`src/sv/lcd_pkg.sv`:
```
// ----------------------------------------------------------------------------
// LZW code decoder package
// Sizes, the dictionary entry layout, item kinds and the controller states
// shared by the decoder and its testbench.
// ----------------------------------------------------------------------------
package lcd_pkg;

   localparam int FIRST_CODE = 256;
   localparam int LAST_CODE  = 317;
   localparam int MAX_STRING = 64;

   localparam int CODE_W = 9;
   localparam int BYTE_W = 8;
   localparam int LEN_W  = 7;

   localparam int DICT_DEPTH  = LAST_CODE - FIRST_CODE + 1;
   localparam int DICT_AW     = $clog2(DICT_DEPTH);
   localparam int STACK_DEPTH = MAX_STRING;
   localparam int STACK_AW    = $clog2(STACK_DEPTH);

   localparam logic KIND_DECODE = 1'b0;
   localparam logic KIND_CLEAR  = 1'b1;

   typedef struct packed {
      logic [CODE_W-1:0] prefix;
      logic [BYTE_W-1:0] tail_byte;
      logic [BYTE_W-1:0] first_byte;
      logic [LEN_W-1:0]  length;
   } dict_entry_type;

   localparam int ENTRY_W = $bits(dict_entry_type);

   typedef enum logic [2:0] {
      ST_IDLE,
      ST_SINGLE,
      ST_LOOKUP,
      ST_WALK,
      ST_EMIT
   } state_type;

   function automatic logic [DICT_AW-1:0] dict_addr(input logic [CODE_W-1:0] code);
      logic [CODE_W-1:0] diff;
      diff = code - CODE_W'(FIRST_CODE);
      return diff[DICT_AW-1:0];
   endfunction

endpackage

```
`src/sv/lzw_code_decoder.sv`:
```
// ----------------------------------------------------------------------------
// LZW code decoder
// Expands one LZW code per item into the bytes of its string, one result
// item per byte, and maintains the dictionary as codes arrive.
// ----------------------------------------------------------------------------
// A decode item is accepted and looked up, then its prefix chain is walked
// link by link, then its bytes are delivered one by one while the result side
// does not stall, at most 64 bytes being delivered. The walk is paced by the
// single read port of the dictionary memory, the delivery by the read port of
// the unwind stack memory.
// A clear item, or an undefined code with no previous string, gives one
// result item that carries no byte.
module lzw_code_decoder
   import lcd_pkg::*;
(
   input  logic              clock,
   input  logic              reset,
   input  logic              req_valid,
   output logic              req_stall,
   input  logic              req_kind,
   input  logic [CODE_W-1:0] req_code,
   input  logic              req_block_last,
   output logic              rsp_valid,
   input  logic              rsp_stall,
   output logic [BYTE_W-1:0] rsp_out_byte,
   output logic              rsp_byte_valid,
   output logic              rsp_run_last,
   output logic              rsp_bad_code
);

   state_type state_ff, state_in;

   logic [CODE_W-1:0] next_free_ff, next_free_in;
   logic [CODE_W-1:0] prev_code_ff, prev_code_in;
   logic              prev_present_ff, prev_present_in;
   logic              prev_has_tail_ff, prev_has_tail_in;
   logic [BYTE_W-1:0] prev_tail_ff, prev_tail_in;
   logic [BYTE_W-1:0] prev_first_ff, prev_first_in;
   logic [LEN_W-1:0]  prev_len_ff, prev_len_in;

   logic [CODE_W-1:0] head_ff, head_in;
   logic              undef_ff, undef_in;
   logic              last_blk_ff, last_blk_in;
   logic              bad_ff, bad_in;
   logic [CODE_W-1:0] cur_ff, cur_in;
   logic [LEN_W-1:0]  pos_ff, pos_in;
   logic [LEN_W-1:0]  hlen_ff, hlen_in;
   logic [LEN_W-1:0]  cnt_ff, cnt_in;
   logic              ext_tail_ff, ext_tail_in;
   logic [BYTE_W-1:0] tail_ff, tail_in;
   logic [BYTE_W-1:0] fbyte_ff, fbyte_in;
   logic [LEN_W-1:0]  k_ff, k_in;
   logic              pend_ff, pend_in;

   logic              rsp_valid_ff, rsp_valid_in;
   logic [BYTE_W-1:0] rsp_byte_ff, rsp_byte_in;
   logic              rsp_bv_ff, rsp_bv_in;
   logic              rsp_last_ff, rsp_last_in;
   logic              rsp_bad_ff, rsp_bad_in;

   logic                 dict_wr_en;
   logic [DICT_AW-1:0]   dict_wr_addr;
   dict_entry_type       dict_wr_data;
   logic [DICT_AW-1:0]   dict_rd_addr;
   dict_entry_type       dict_rd;
   logic                 stk_wr_en;
   logic [STACK_AW-1:0]  stk_wr_addr;
   logic [BYTE_W-1:0]    stk_wr_data;
   logic [STACK_AW-1:0]  stk_rd_addr;
   logic [BYTE_W-1:0]    stk_rd_data;

   logic              req_take;
   logic              out_free;
   logic              code_defined;
   logic [CODE_W-1:0] head_sel;
   logic              head_lit;
   logic              cur_lit;
   logic [LEN_W-1:0]  look_len;
   logic [BYTE_W-1:0] look_first;
   logic [LEN_W-1:0]  look_total;
   logic              reg_ok;
   logic [LEN_W-1:0]  emit_idx;
   logic              emit_last;
   logic [BYTE_W-1:0] emit_byte;

   lcd_ram #(
      .WIDTH (ENTRY_W),
      .DEPTH (DICT_DEPTH)
   ) u_dict (
      .clock   (clock),
      .wr_en   (dict_wr_en),
      .wr_addr (dict_wr_addr),
      .wr_data (dict_wr_data),
      .rd_addr (dict_rd_addr),
      .rd_data (dict_rd)
   );

   lcd_ram #(
      .WIDTH (BYTE_W),
      .DEPTH (STACK_DEPTH)
   ) u_stack (
      .clock   (clock),
      .wr_en   (stk_wr_en),
      .wr_addr (stk_wr_addr),
      .wr_data (stk_wr_data),
      .rd_addr (stk_rd_addr),
      .rd_data (stk_rd_data)
   );

   assign req_stall = (state_ff != ST_IDLE);
   assign req_take  = req_valid && !req_stall;
   assign out_free  = !rsp_valid_ff || !rsp_stall;

   assign code_defined = (req_code < next_free_ff);
   assign head_sel     = code_defined ? req_code : prev_code_ff;
   assign head_lit     = (head_ff < CODE_W'(FIRST_CODE));
   assign cur_lit      = (cur_ff < CODE_W'(FIRST_CODE));

   assign look_len   = head_lit ? LEN_W'(1) : dict_rd.length;
   assign look_first = head_lit ? head_ff[BYTE_W-1:0] : dict_rd.first_byte;
   assign look_total = look_len
                     + (undef_ff ? (prev_has_tail_ff ? LEN_W'(2) : LEN_W'(1)) : LEN_W'(0));
   assign reg_ok     = prev_present_ff && !prev_has_tail_ff
                     && (next_free_ff <= CODE_W'(LAST_CODE));

   assign emit_idx  = k_ff - LEN_W'(1);
   assign emit_last = (emit_idx == cnt_ff - LEN_W'(1));
   assign emit_byte = (emit_idx < hlen_ff) ? stk_rd_data
                    : ((emit_idx == hlen_ff) && ext_tail_ff) ? tail_ff : fbyte_ff;

   always_comb begin
      state_in = state_ff;
      unique case (state_ff)
         ST_IDLE: begin
            if (req_valid) begin
               if (req_kind == KIND_CLEAR) begin
                  state_in = ST_SINGLE;
               end else if (code_defined || prev_present_ff) begin
                  state_in = ST_LOOKUP;
               end else begin
                  state_in = ST_SINGLE;
               end
            end
         end
         ST_SINGLE: begin
            if (out_free) begin
               state_in = ST_IDLE;
            end
         end
         ST_LOOKUP: begin
            state_in = ST_WALK;
         end
         ST_WALK: begin
            if (cur_lit) begin
               state_in = ST_EMIT;
            end
         end
         ST_EMIT: begin
            if (out_free && pend_ff && emit_last) begin
               state_in = ST_IDLE;
            end
         end
         default: begin
            state_in = ST_IDLE;
         end
      endcase
   end

   always_comb begin
      next_free_in     = next_free_ff;
      prev_code_in     = prev_code_ff;
      prev_present_in  = prev_present_ff;
      prev_has_tail_in = prev_has_tail_ff;
      prev_tail_in     = prev_tail_ff;
      prev_first_in    = prev_first_ff;
      prev_len_in      = prev_len_ff;
      head_in          = head_ff;
      undef_in         = undef_ff;
      last_blk_in      = last_blk_ff;
      bad_in           = bad_ff;
      cur_in           = cur_ff;
      pos_in           = pos_ff;
      hlen_in          = hlen_ff;
      cnt_in           = cnt_ff;
      ext_tail_in      = ext_tail_ff;
      tail_in          = tail_ff;
      fbyte_in         = fbyte_ff;
      k_in             = k_ff;
      pend_in          = pend_ff;
      rsp_byte_in      = rsp_byte_ff;
      rsp_bv_in        = rsp_bv_ff;
      rsp_last_in      = rsp_last_ff;
      rsp_bad_in       = rsp_bad_ff;
      rsp_valid_in     = rsp_stall ? rsp_valid_ff : 1'b0;

      dict_wr_en   = 1'b0;
      dict_wr_addr = dict_addr(next_free_ff);
      dict_wr_data = '{prefix: prev_code_ff, tail_byte: look_first,
                       first_byte: prev_first_ff, length: prev_len_ff + LEN_W'(1)};
      dict_rd_addr = dict_addr(head_sel);
      stk_wr_en    = 1'b0;
      stk_wr_addr  = pos_ff[STACK_AW-1:0];
      stk_wr_data  = cur_lit ? cur_ff[BYTE_W-1:0] : dict_rd.tail_byte;
      stk_rd_addr  = out_free ? k_ff[STACK_AW-1:0] : emit_idx[STACK_AW-1:0];

      unique case (state_ff)
         ST_IDLE: begin
            if (req_take) begin
               head_in     = head_sel;
               undef_in    = !code_defined;
               last_blk_in = req_block_last;
               if (req_kind == KIND_CLEAR) begin
                  bad_in           = 1'b0;
                  next_free_in     = CODE_W'(FIRST_CODE);
                  prev_code_in     = '0;
                  prev_present_in  = 1'b0;
                  prev_has_tail_in = 1'b0;
                  prev_tail_in     = '0;
               end else if (!code_defined && !prev_present_ff) begin
                  bad_in = 1'b1;
                  if (req_block_last) begin
                     prev_has_tail_in = 1'b0;
                     prev_tail_in     = '0;
                  end
               end
            end
         end
         ST_SINGLE: begin
            if (out_free) begin
               rsp_valid_in = 1'b1;
               rsp_byte_in  = '0;
               rsp_bv_in    = 1'b0;
               rsp_last_in  = 1'b1;
               rsp_bad_in   = bad_ff;
            end
         end
         ST_LOOKUP: begin
            dict_rd_addr = dict_addr(head_ff);
            cur_in       = head_ff;
            pos_in       = look_len - LEN_W'(1);
            hlen_in      = look_len;
            cnt_in       = (look_total > LEN_W'(MAX_STRING)) ? LEN_W'(MAX_STRING) : look_total;
            ext_tail_in  = undef_ff && prev_has_tail_ff;
            tail_in      = prev_tail_ff;
            fbyte_in     = look_first;
            if (reg_ok) begin
               dict_wr_en   = 1'b1;
               next_free_in = next_free_ff + CODE_W'(1);
            end
            if (!undef_ff) begin
               prev_code_in     = head_ff;
               prev_present_in  = 1'b1;
               prev_has_tail_in = 1'b0;
               prev_tail_in     = '0;
               prev_first_in    = look_first;
               prev_len_in      = look_len;
            end else if (reg_ok) begin
               prev_code_in     = next_free_ff;
               prev_has_tail_in = 1'b0;
               prev_tail_in     = '0;
               prev_len_in      = prev_len_ff + LEN_W'(1);
            end else if (!prev_has_tail_ff) begin
               prev_has_tail_in = 1'b1;
               prev_tail_in     = look_first;
            end
            if (last_blk_ff) begin
               prev_present_in  = 1'b0;
               prev_has_tail_in = 1'b0;
               prev_tail_in     = '0;
            end
         end
         ST_WALK: begin
            dict_rd_addr = dict_addr(dict_rd.prefix);
            stk_wr_en    = !pos_ff[LEN_W-1];
            if (cur_lit) begin
               k_in    = '0;
               pend_in = 1'b0;
            end else begin
               cur_in = dict_rd.prefix;
               pos_in = pos_ff - LEN_W'(1);
            end
         end
         ST_EMIT: begin
            if (out_free) begin
               if (pend_ff) begin
                  rsp_valid_in = 1'b1;
                  rsp_byte_in  = emit_byte;
                  rsp_bv_in    = 1'b1;
                  rsp_last_in  = emit_last;
                  rsp_bad_in   = 1'b0;
               end
               if (k_ff < cnt_ff) begin
                  k_in    = k_ff + LEN_W'(1);
                  pend_in = 1'b1;
               end else begin
                  pend_in = 1'b0;
               end
            end
         end
         default: begin
         end
      endcase
   end

   always_ff @(posedge clock) begin
      if (reset) begin
         state_ff         <= ST_IDLE;
         rsp_valid_ff     <= 1'b0;
         next_free_ff     <= CODE_W'(FIRST_CODE);
         prev_code_ff     <= '0;
         prev_present_ff  <= 1'b0;
         prev_has_tail_ff <= 1'b0;
         prev_tail_ff     <= '0;
         pend_ff          <= 1'b0;
      end else begin
         state_ff         <= state_in;
         rsp_valid_ff     <= rsp_valid_in;
         next_free_ff     <= next_free_in;
         prev_code_ff     <= prev_code_in;
         prev_present_ff  <= prev_present_in;
         prev_has_tail_ff <= prev_has_tail_in;
         prev_tail_ff     <= prev_tail_in;
         pend_ff          <= pend_in;
      end
   end

   always_ff @(posedge clock) begin
      prev_first_ff <= prev_first_in;
      prev_len_ff   <= prev_len_in;
      head_ff       <= head_in;
      undef_ff      <= undef_in;
      last_blk_ff   <= last_blk_in;
      bad_ff        <= bad_in;
      cur_ff        <= cur_in;
      pos_ff        <= pos_in;
      hlen_ff       <= hlen_in;
      cnt_ff        <= cnt_in;
      ext_tail_ff   <= ext_tail_in;
      tail_ff       <= tail_in;
      fbyte_ff      <= fbyte_in;
      k_ff          <= k_in;
      rsp_byte_ff   <= rsp_byte_in;
      rsp_bv_ff     <= rsp_bv_in;
      rsp_last_ff   <= rsp_last_in;
      rsp_bad_ff    <= rsp_bad_in;
   end

   assign rsp_valid      = rsp_valid_ff;
   assign rsp_out_byte   = rsp_byte_ff;
   assign rsp_byte_valid = rsp_bv_ff;
   assign rsp_run_last   = rsp_last_ff;
   assign rsp_bad_code   = rsp_bad_ff;

endmodule

```
`src/sv/lcd_ram.sv`:
```
// ----------------------------------------------------------------------------
// Generic RAM
// One write port and one read port with the read data registered.
// ----------------------------------------------------------------------------
module lcd_ram #(
   parameter int WIDTH = 8,
   parameter int DEPTH = 64
) (
   input  logic                     clock,
   input  logic                     wr_en,
   input  logic [$clog2(DEPTH)-1:0] wr_addr,
   input  logic [WIDTH-1:0]         wr_data,
   input  logic [$clog2(DEPTH)-1:0] rd_addr,
   output logic [WIDTH-1:0]         rd_data
);

   logic [WIDTH-1:0] mem_ff [DEPTH];

   always_ff @(posedge clock) begin
      if (wr_en) begin
         mem_ff[wr_addr] <= wr_data;
      end
      rd_data <= mem_ff[rd_addr];
   end

endmodule

```
`config.mk`:
```
export PLATFORM = sky130hd
export DESIGN_NAME = lzw_code_decoder
export DESIGN_NICKNAME = d
export VERILOG_FILES = /design/src/sv/lcd_pkg.sv /design/src/sv/lzw_code_decoder.sv /design/src/sv/lcd_ram.sv
export SDC_FILE = /design/constraint.sdc
export NUM_CORES = 2
export LEC_CHECK = 0
export ABC_CLOCK_PERIOD_IN_PS = 7300
export BUFFER_PORTS_ARGS = -buffer_cell sky130_fd_sc_hd__buf_2
export CORE_ASPECT_RATIO = 1.75
export CORE_MARGIN = 2
export CORE_UTILIZATION = 45
export CTS_BUF_LIST = sky130_fd_sc_hd__clkbuf_8
export CTS_CLUSTER_SIZE = 16
export DETAILED_ROUTE_END_ITERATION = 8
export HOLD_SLACK_MARGIN = 0.08
export PLACE_DENSITY = 0.7
export SYNTH_ARGS = -nofsm -noshare
export SYNTH_HDL_FRONTEND = slang
export SYNTH_HIERARCHICAL = 1
export SYNTH_SLANG_ARGS = --single-unit
export TNS_END_PERCENT = 30
```
`constraint.sdc`:
```
create_clock -name clock -period 7.3 [get_ports clock]
set_input_delay 0.365 -clock clock [delete_from_list [all_inputs] [get_ports clock]]
set_output_delay 0.365 -clock clock [all_outputs]
set_load 0.01 [all_outputs]
```
==> run summary <==
The post-route netlist has 26.54% of its cells at a drive strength greater than 1. The worst setup path is captured at a flop. The tools report the initial antenna violation count as 12. The run gives 6 as the first-pass iteration count of the detailed router. Counting along the longest clock path gives a buffer depth of 4.

Traced cell by cell, the critical path runs through inv_1 -> ha_1 -> a21oi_1 -> o21ai_0 -> a41oi_1 -> nand2_1 -> mux2_2 -> o21a_4 -> buf_4 -> buf_4 -> mux4_2 -> o22ai_1 -> a211oi_1 -> a21oi_1 -> a311oi_1. The total clock buffers created by CTS is 363. The tools report the max-slew violation total from the final report as 3.

Data arrives at the worst endpoint at 7.57 ns. The count of flip-flops with a built-in enable after synthesis was 2588; the initial cell density of the core was 45.25%. Once the clock tree was built, the setup fixing pass inserted 0 buffers. Global-route met2 utilization: 42.09%.

The number of synthesized register bits is 2661. Of all flip-flops after synthesis, the portion carrying an async set or reset was 0%. The final reports fail on capacitance limit, slew limit.

The number of routed nets with antenna violations is 0, and the largest net degree at the start of global routing is 89. The run gives 4.101% as the met3 usage. Global routing used 24.10% of the available tracks across all layers. CTS saw 2661 sinks. The die is 367.6 um wide. In this run the worst hold path is classified as in2reg. The number of gates resized after CTS was 0. Data on the critical path is required at its endpoint by 8.11 ns.

The primary flip-flop cell chosen by synthesis mapping was edfxtp_1. Setup repair after global routing left no endpoint under its margin. The flow ran to the end, but the final reports show violations. The number of fill cells came out at 17930. The largest incremental delay on the critical path is 0.99 ns, and the remaining max-slew budget at the tightest pin is -8.030%. Among all stages on the critical path, the largest delay is contributed by a211oi_1. The share of the Yosys chip area taken by registers is 76.06%.

Summing every instance area after synthesis gives 104100 sq um. Measured along the y axis, the die boundary spans 640.2 um. After global routing the overflow that remains totals 0. The clock period could shrink to 6.766 ns. Across the VDD grid, the largest voltage drop is 163.8 uV. The total of max-cap violations is 1. TritonCTS built the clock tree. Summed over all failing endpoints, the final setup total negative slack is 0 ns.

The mean number of vias per cell is 6.118, and the number of placement rows is 233. The tools report the number of global-route vias before repair as 54600. The overall via count from detail_route was 53420; the clock input transition at the sequential cells of the worst setup and hold paths was 0.07 ns.

The run gives 28 as the I/O pin count. The tree is rooted in a clkbuf_8. The first global-routing pass estimated 401.8 mm of wire.

The most frequent standard cell in the layout excluding fill and tap cells is edfxtp_1. The setup path with the least slack is of type reg2reg. At the end of routability-driven placement, the weighted congestion stood at 0.9399.

The number of nets handed over by synthesis was 5089. The final core utilization was 50.30%. The later pin in the worst-skew pair is clocked with a latency of 1.02 ns.

Standard cell core area: 230000 sq um. The post-detailed-route DRC marker count came out at 0. Setup violations remaining at the end of the flow were counted as 0. Global routing used 26.03% of the available met1 tracks.

Derived from the worst setup path, the maximum achievable clock frequency is 0.1478 GHz. Compared with the post-synthesis result, the final layout area differs by 11.16%. The tools report the static leakage as 0.03690 uW. Counting every instance in the synthesized netlist gives 5042.

The H-tree generated during clock tree synthesis spans 5 levels. The number of different library cells used by synthesis comes to 79. The total count of hold-check failures in the final report came out at 0. Buffers placed on the I/O ports in this run total 27. The tools report the routed wire length as 286.4 mm. STA classifies the critical path startpoint as a flop. The clock arrives with 0.05239 ns of skew.

In the layout the commonest cells are 2588 x edfxtp_1, 591 x mux4_2, 382 x clkbuf_8. The die area is 235300 sq um, and the number of warnings reported in the yosys synthesis log is 6. The number of violations reported at the end of detailed-routing iteration 0 was 6888; the total power density per cell area was 278.1 nW/um^2.

The final layout contains 5430 nets. Setup slack on the worst reg-to-reg path comes out at 0.53 ns. Along the worst path, the maximum fanout reaches 27. The layer flagged by global routing as most heavily used is met2. On the final layout, the worst hold slack is 0.1701 ns. The post-route clock period utilization was 92.69%; the transition at the pin with the smallest max-transition slack was 1.611 ns. The average size of a mapped cell works out to 20.65 sq um. After legalization and detailed placement, the total HPWL measured 176.9 mm. The routed wire length per instance was 32.81 um.
-- power by group --
group	switching, uW	internal, uW	leakage [uW]	total, uW
Clock	5490	5320	0.00388	10800
Sequential	219	17300	0.0241	17500
Combinational	2590	1300	0.00893	3900
Total	8300	23900	0.0369	32200
-- kinds of logic after synthesis --
kind of cell,after synthesis,synth area share (%)
buf+inv,335,1.837
compound gates,378,2.510
xor+xnor,49,0.4195
flops,2661,76.06
simple gates,725,3.123
mux,862,15.66
fa+ha+maj,32,0.3918
-- timing repair --
action / CTS / global route
endpoints found under the hold margin: 36 / 0
hold buffers: 16 / 0
setup endpoints to repair: 0 / 0
-- worst max-delay path, delay by kind of cell, from the launching register on --
family | cells | cell delay (ns)
AOI/OAI and AO/OA | 8 | 3.48
adders and majority gates | 1 | 0.33
buffers and inverters | 3 | 1.01
DFF | 1 | 0.74
muxes | 2 | 0.63
and+or+nand+nor | 1 | 0.35
-- area by class of cell --
cell class,instances,area (sq um),share of cell area (%)
clock inverters,266,1500,1.297
inverters,67,259.0,0.2238
well taps,3055,3822,3.303
multi-input cells,2046,23650,20.44
flip-flops and latches,2661,79190,68.44
repair buffers,244,2004,1.732
clock buffers,382,5258,4.544
diodes,10,25.02,0.02163
-- routing by layer --
layer  routed length [um]  up-vias
met3                23470      844
met4                25320        6
met1                90300    28030
met5                   35        -
met2               147300     3073
li1                     -    21460
-- Yosys cell counts (all sizes together), types with 3 or more instances --
cell type | n | area [sq um]
nand2 | 262 | 983.4
buf | 177 | 1313
mux2i | 171 | 1712
or3b | 7 | 63.81
dfxtp | 73 | 1461
a32oi | 7 | 61.31
a311o | 3 | 30.03
a211oi | 33 | 247.7
a31oi | 5 | 31.28
or2 | 5 | 31.28
a2111oi | 7 | 61.31
mux4 | 601 | 13570
a21oi | 60 | 300.3
o21ai | 59 | 295.3
a31o | 5 | 43.79
a22oi | 22 | 165.2
o21a | 15 | 112.6
or3 | 18 | 112.6
clkbuf | 90 | 337.8
inv | 66 | 247.7
nor2b | 32 | 200.2
nand4 | 7 | 43.79
nand3b | 8 | 60.06
mux2 | 90 | 1013
xnor2 | 39 | 341.6
nand2b | 17 | 106.4
o22ai | 63 | 400.4
a221oi | 14 | 122.6
o2bb2ai | 4 | 35.03
a22o | 6 | 52.55
a311oi | 9 | 78.83
and2 | 9 | 56.30
nand3 | 82 | 410.4
edfxtp | 2588 | 77710
nor2 | 226 | 855.8
and3 | 9 | 56.30
ha | 31 | 387.9
nor3 | 27 | 146.4
o2111ai | 4 | 35.03
nor4 | 7 | 43.79
o221ai | 28 | 245.2
xor2 | 10 | 95.10
o221a | 5 | 56.30
nand4b | 3 | 26.28
o211ai | 12 | 90.09
-- registers in the layout, indices dropped and copies added (netlist names), 8 cells and up --
| name | cells |
|---|---|
| u_dict/mem_ff | 1984 |
| head_ff | 9 |
| u_dict/rd_data | 32 |
| prev_first_ff | 8 |
| prev_tail_ff | 8 |
| rsp_out_byte | 8 |
| prev_code_ff | 9 |
| u_stack/mem_ff | 512 |
| next_free_ff | 9 |
| fbyte_ff | 8 |
| cur_ff | 9 |
| u_stack/rd_data | 8 |
| tail_ff | 8 |
-- worst paths after layout --
kind	start	cells past startpoint	endpoint
max reg2reg	next_free_ff[2]	15	u_dict/rd_data[22]
min	req_block_last	2	last_blk_ff
max	next_free_ff[2]	15	u_dict/rd_data[22]
min reg2reg	prev_tail_ff[1]	0	tail_ff[1]
-- per-stage QoR --
| stage | std cells | instance area, sq um | power (uW) | setup slack, ns |
|---|---|---|---|---|
| after floorplan | 5042 | 104100 | 19950 | 2.177 |
| after global placement | 8056 | 108800 | 21580 | 0.8160 |
| after detailed placement | 8057 | 108800 | 21640 | 0.9327 |
| after CTS | 8721 | 115700 | 32290 | 0.8972 |
| after global routing | 8725 | 115700 | 33020 | 0.5056 |
| final | 8731 | 115700 | 32180 | 0.5338 |
(Power assumes the default switching activity.)
